<file path="config.mk">
export PLATFORM = sky130hd
export DESIGN_NAME = smau_alu
export DESIGN_NICKNAME = d
export VERILOG_FILES = /design/src/rtl/stack_memory_access_unit_macros.svh /design/src/rtl/smau_pkg.sv /design/src/rtl/smau_alu.sv
export SDC_FILE = /design/constraint.sdc
export NUM_CORES = 1
export LEC_CHECK = 0
export BUFFER_PORTS_ARGS = -buffer_cell sky130_fd_sc_hd__clkbuf_2
export CAP_MARGIN = 10
export CORE_ASPECT_RATIO = 0.5
export CORE_MARGIN = 4
export CORE_UTILIZATION = 47
export DETAILED_ROUTE_END_ITERATION = 7
export GPL_ROUTABILITY_DRIVEN = 1
export GPL_TIMING_DRIVEN = 0
export PLACE_DENSITY = 0.86
export SYNTH_ARGS = -nofsm -noshare
export SYNTH_HDL_FRONTEND = slang
export SYNTH_SLANG_ARGS = --single-unit
</file>
<file path="constraint.sdc">
create_clock -name vclk -period 2.8
set_clock_uncertainty 0.15 [all_clocks]
set_input_delay 0.28 -clock vclk [all_inputs]
set_output_delay 0.28 -clock vclk [all_outputs]
set_load 0.02 [all_outputs]
</file>
<file path="src/rtl/stack_memory_access_unit_macros.svh">
// Assertion macros shared by the stack memory access unit RTL.
`ifndef STACK_MEMORY_ACCESS_UNIT_MACROS_SVH
`define STACK_MEMORY_ACCESS_UNIT_MACROS_SVH

// Check a consequence in the same cycle as its antecedent.
`define SMAU_ASSERT_SAME(label, clk, rstn, ante, cons) \
    label: assert property (@(posedge clk) disable iff (!rstn) (ante) |-> (cons)) \
        else $error("smau same-cycle check failed");

// Check a consequence in the cycle after its antecedent.
`define SMAU_ASSERT_NEXT(label, clk, rstn, ante, cons) \
    label: assert property (@(posedge clk) disable iff (!rstn) (ante) |=> (cons)) \
        else $error("smau next-cycle check failed");

`endif

</file>
<file path="src/rtl/smau_pkg.sv">
// Types and constants of the stack memory access unit.
`timescale 1ns / 1ps

package smau_pkg;

    localparam logic [3:0] OP_LOAD      = 4'd0;
    localparam logic [3:0] OP_STORE     = 4'd1;
    localparam logic [3:0] OP_PUSH      = 4'd2;
    localparam logic [3:0] OP_POP       = 4'd3;
    localparam logic [3:0] OP_PUSH_PC   = 4'd4;
    localparam logic [3:0] OP_FETCH     = 4'd5;
    localparam logic [3:0] OP_SET_PC    = 4'd6;
    localparam logic [3:0] OP_SET_SP    = 4'd7;
    localparam logic [3:0] OP_STEP_BACK = 4'd8;

    localparam logic [1:0] ST_OK    = 2'd0;
    localparam logic [1:0] ST_MEM   = 2'd1;
    localparam logic [1:0] ST_UNDER = 2'd2;
    localparam logic [1:0] ST_OVER  = 2'd3;

    localparam logic       REG_STACK_BASE  = 1'b0;
    localparam logic       REG_STACK_LIMIT = 1'b1;

    localparam logic [15:0] STACK_BASE_RST  = 16'd65008;
    localparam logic [15:0] STACK_LIMIT_RST = 16'd65520;

    localparam logic [16:0] INC_ONE   = 17'd1;
    localparam logic [16:0] WORD_STEP = 17'd2;
    localparam logic [16:0] INSN_STEP = 17'd4;

    typedef struct packed {
        logic        sub;
        logic [16:0] opa;
        logic [16:0] opb;
    } alu_req_t;

    typedef struct packed {
        logic [16:0] sum;
        logic        borrow;
    } alu_rsp_t;

endpackage

</file>
<file path="src/rtl/smau_alu.sv">
// Shared add/subtract unit with borrow for address and bound checks.
`timescale 1ns / 1ps

module smau_alu (
    input  smau_pkg::alu_req_t req,
    output smau_pkg::alu_rsp_t rsp
);

    logic [17:0] full;

    always_comb begin
        if (req.sub) begin
            full = {1'b0, req.opa} - {1'b0, req.opb};
        end else begin
            full = {1'b0, req.opa} + {1'b0, req.opb};
        end
        rsp.sum    = full[16:0];
        rsp.borrow = req.sub & full[17];
    end

endmodule

</file>
## Word level (Yosys, flattened, before mapping)

Index checks and enable logic that the tools add are counted.

| word-level totals | value |
|---|---|
| register bits after elaboration | 0 |
| input port bits | 35 |
| output and inout port bits | 18 |
| logic and storage cells | 4 |

| cells by class | value |
|---|---|
| add/sub/neg operators | 2 |
| muxes and demuxes | 1 |
| bitwise logic cells | 1 |

Operators with widths:

| kind | count |
|---|---|
| $add A17 B17 Y18 | 1 |
| $mux W18 | 1 |
| $sub A17 B17 Y18 | 1 |
| $and A1 B1 Y1 | 1 |

## Depth between registers and ports, before layout

| depth | value |
|---|---|
| depth in word-level cells | 3 |
| gate-level depth with buffers | 12 |
| mapped depth without buffers | 12 |

## Worst setup path after synthesis

No wires, ideal clock.

| path | value |
|---|---|
| path type | input to output |
| from | input req[8] (netlist bit) |
| to | output rsp[15] (netlist bit) |
| data arrival time | 2.726 ns |
| path slack | -0.356 ns |
| stages on the path | 10 |
| cells stage by stage | or3_4 -> nor2_2 -> nor4b_4 -> nor2_1 -> xnor2_1 -> ha_1 -> a21oi_1 -> o21ai_0 -> a221o_1 -> a311oi_1 |

RTL lines:

| what | RTL line | RTL |
|---|---|---|
| from (decl) | smau_alu.sv:5 | `input smau_pkg::alu_req_t req,` |
| to (decl) | smau_alu.sv:6 | `output smau_pkg::alu_rsp_t rsp` |

==> impl_metrics.tcl <==
set metrics [dict create \
    drtAntennaViolNets 0 \
    timing.fmax_mhz 273 \
    globalRouteTotalUtil_pct 29.8 \
    tightest_slew_ps 508 \
    cpPeakStageDelay_ps 400 \
    coreArea_sq_mm 0.00264 \
    start_util_pct 50.0 \
    synth_area_leaders "ha_1 17%, xnor2_1 13%, a21oi_1 9.5%" \
    port_buffers 52 \
    synth_cell_type_count 44 \
    status "finished with violations" \
    synth_commonest_cells "25 x a21oi_1, 21 x nor2_1, 20 x xnor2_1" \
    nets 335 \
    grt_max_degree 11 \
    period_share_pct 131 \
    rsz0062_at_grt "true" \
    seq_cell_count 0 \
    avgSynthCellArea_sq_um 6.86 \
    hold_ws_ps 882 \
    dieWidth_um 82.9 \
    diodes 0 \
    dp_hpwl_um 3180 \
    routed_wl_um 9280 \
    cpLargestDelayFamily "simple AND/OR/NAND/NOR gates" \
    clkbuf_count 0 \
    yosysMostFrequentCell "a21oi_1" \
    hold_path_end "rsp[1]" \
    die_area_sq_mm 0.00377 \
    startpoint "req[7]" \
    maxSlewHeadroom_pct 66.2 \
    vias_per_cell 7.73 \
    grt.overflow.total 0 \
    fin_ws_ps -861 \
    cp.arrival_ps 3230 \
    power_leakage_nw 1.09 \
    criticalPathCategory "input pin to output port" \
    wl_per_cell_um 29.4 \
    die_y_um 45.4 \
    crit_top_cell "buf_4" \
    drive_above_1_share_pct 62.7 \
    cp_max_fo 5 \
    holdPathStages 4 \
    pre_cts_slack_ps -583 \
    hold_path.startpoint "req[0]" \
    gp_congestion 0.839 \
    ys_seq_area_share_pct 0 \
    crit_required_ps 2370 \
    yosysTopAreaCellShare_pct 17.1 \
    grt_pass1_wl_um 9150 \
    area_growth_pct 96.5 \
    final-seq-area_sq_um 0 \
    violations "DRC, setup timing" \
    drt-initial-drc-count 363 \
    final_cells 316 \
    synth.largest_area_cell "ha_1" \
    yosys_warnings 0 \
    cp-end-kind "output port" \
    n_fill_cell 29 \
    path_cells "clkbuf_2 -> or3_4 -> nor2_4 -> nor4b_4 -> buf_4 -> buf_4 -> a21oi_1 -> xnor2_1 -> ha_2 -> nor2b_1 -> o21ai_0 -> nand4b_1 -> a31oi_2 -> clkbuf_8" \
    routed-via-count 2444 \
    drtPass1Iterations 8 \
    grt_pass1_vias 2002 \
    finalHoldViolCount 0 \
    critPathBufInv 4 \
    synth_cells 192 \
    drv_slew 0 \
    antenna_found_initial 0 \
    power_density_mw_per_mm2 430 \
    route.detailed.drc 13 \
    synth_nets 246 \
    ioPinCount 53 \
    cpMaxStageDelayCell "or3_4" \
    drv_cap 0 \
    tns_ps -6010 \
    min_path_type "input pin to output port" \
    num_rows 13 \
    fin_crit_ps 3660 \
    start_kind "input pin" \
    ir_drop_mv 0.322 \
    syn_area_sq_mm 0.00132 \
    dp_cells 281 \
    finalSetupViolations 12 \
]
[how the worst max path moves through the flow]
stage	end	slack, ps	cells after the start
finish	rsp[0]	-860	14
global route	rsp[0]	-970	14
CTS	rsp[16]	-430	13
detailed placement	rsp[15]	-580	13
global placement	rsp[15]	-550	13
floorplan	rsp[15]	-130	11
[per-layer routing]
metal	up-vias	wire length [um]	track usage [%]
li1	891	-	-
met1	1062	3010	31.9
met2	330	3750	57.2
met3	161	1290	3.97
met4	0	1230	21.8
met5	-	0	0
[metrics by stage]
stage               power, mW  cell area (sq um)  util [%]
finish                   1.11               2590      98.2
global route             1.15               2590      98.2
CTS                     0.828               2200      83.4
detailed placement      0.642               1710      64.8
global placement        0.624               1710      64.8
floorplan               0.469               1400         -
[cell type report]
| type | instances | area [sq um] | area share (%) |
|---|---|---|---|
| multi-input cells | 180 | 1820 | 70.5 |
| inverters | 8 | 30.0 | 1.16 |
| plain buffers | 3 | 31.3 | 1.21 |
| repair buffers | 88 | 657 | 25.4 |
| well taps | 37 | 46.3 | 1.79 |
[what timing repair did]
action                     CTS  global route
pin swaps                   34            32
hold buffers                 0             0
setup endpoints to repair   11            12
gates resized for setup     77            65
buffers inserted            23            14
[power breakdown]
part | total (mW) | switching [mW] | leakage (nW) | internal (mW)
registers | 0 | 0 | 0 | 0
logic | 1.11 | 0.636 | 1.09 | 0.476
clock network | 0 | 0 | 0 | 0
total | 1.11 | 0.636 | 1.09 | 0.476
[cell families after synthesis]
kind of cell / Yosys count / synth area share (%)
buffers and inverters: 12 / 3.80
adder cells (fa/ha/maj): 19 / 18.6
AO/OA/AOI/OAI: 58 / 27.3
AND/OR/NAND/NOR: 76 / 32.2
XOR/XNOR: 25 / 16.6
multiplexers: 2 / 1.52
[layout by cell type (no fill, tap or decap), types with 5 or more instances in the layout]
master    synthesis  final
ha_2              0      5
clkbuf_8          0      9
buf_6             0      7
nand2_1          17     11
ha_4              0      6
o21ai_0          13      6
clkbuf_2          0     36
buf_4             0     36
ha_1             18      7
a21oi_2           1     12
xnor2_1          20     17
nor2_1           21     16
a21oi_1          25      9
inv_1             8      6
a21oi_4           0      5
(Power assumes the default switching activity.)
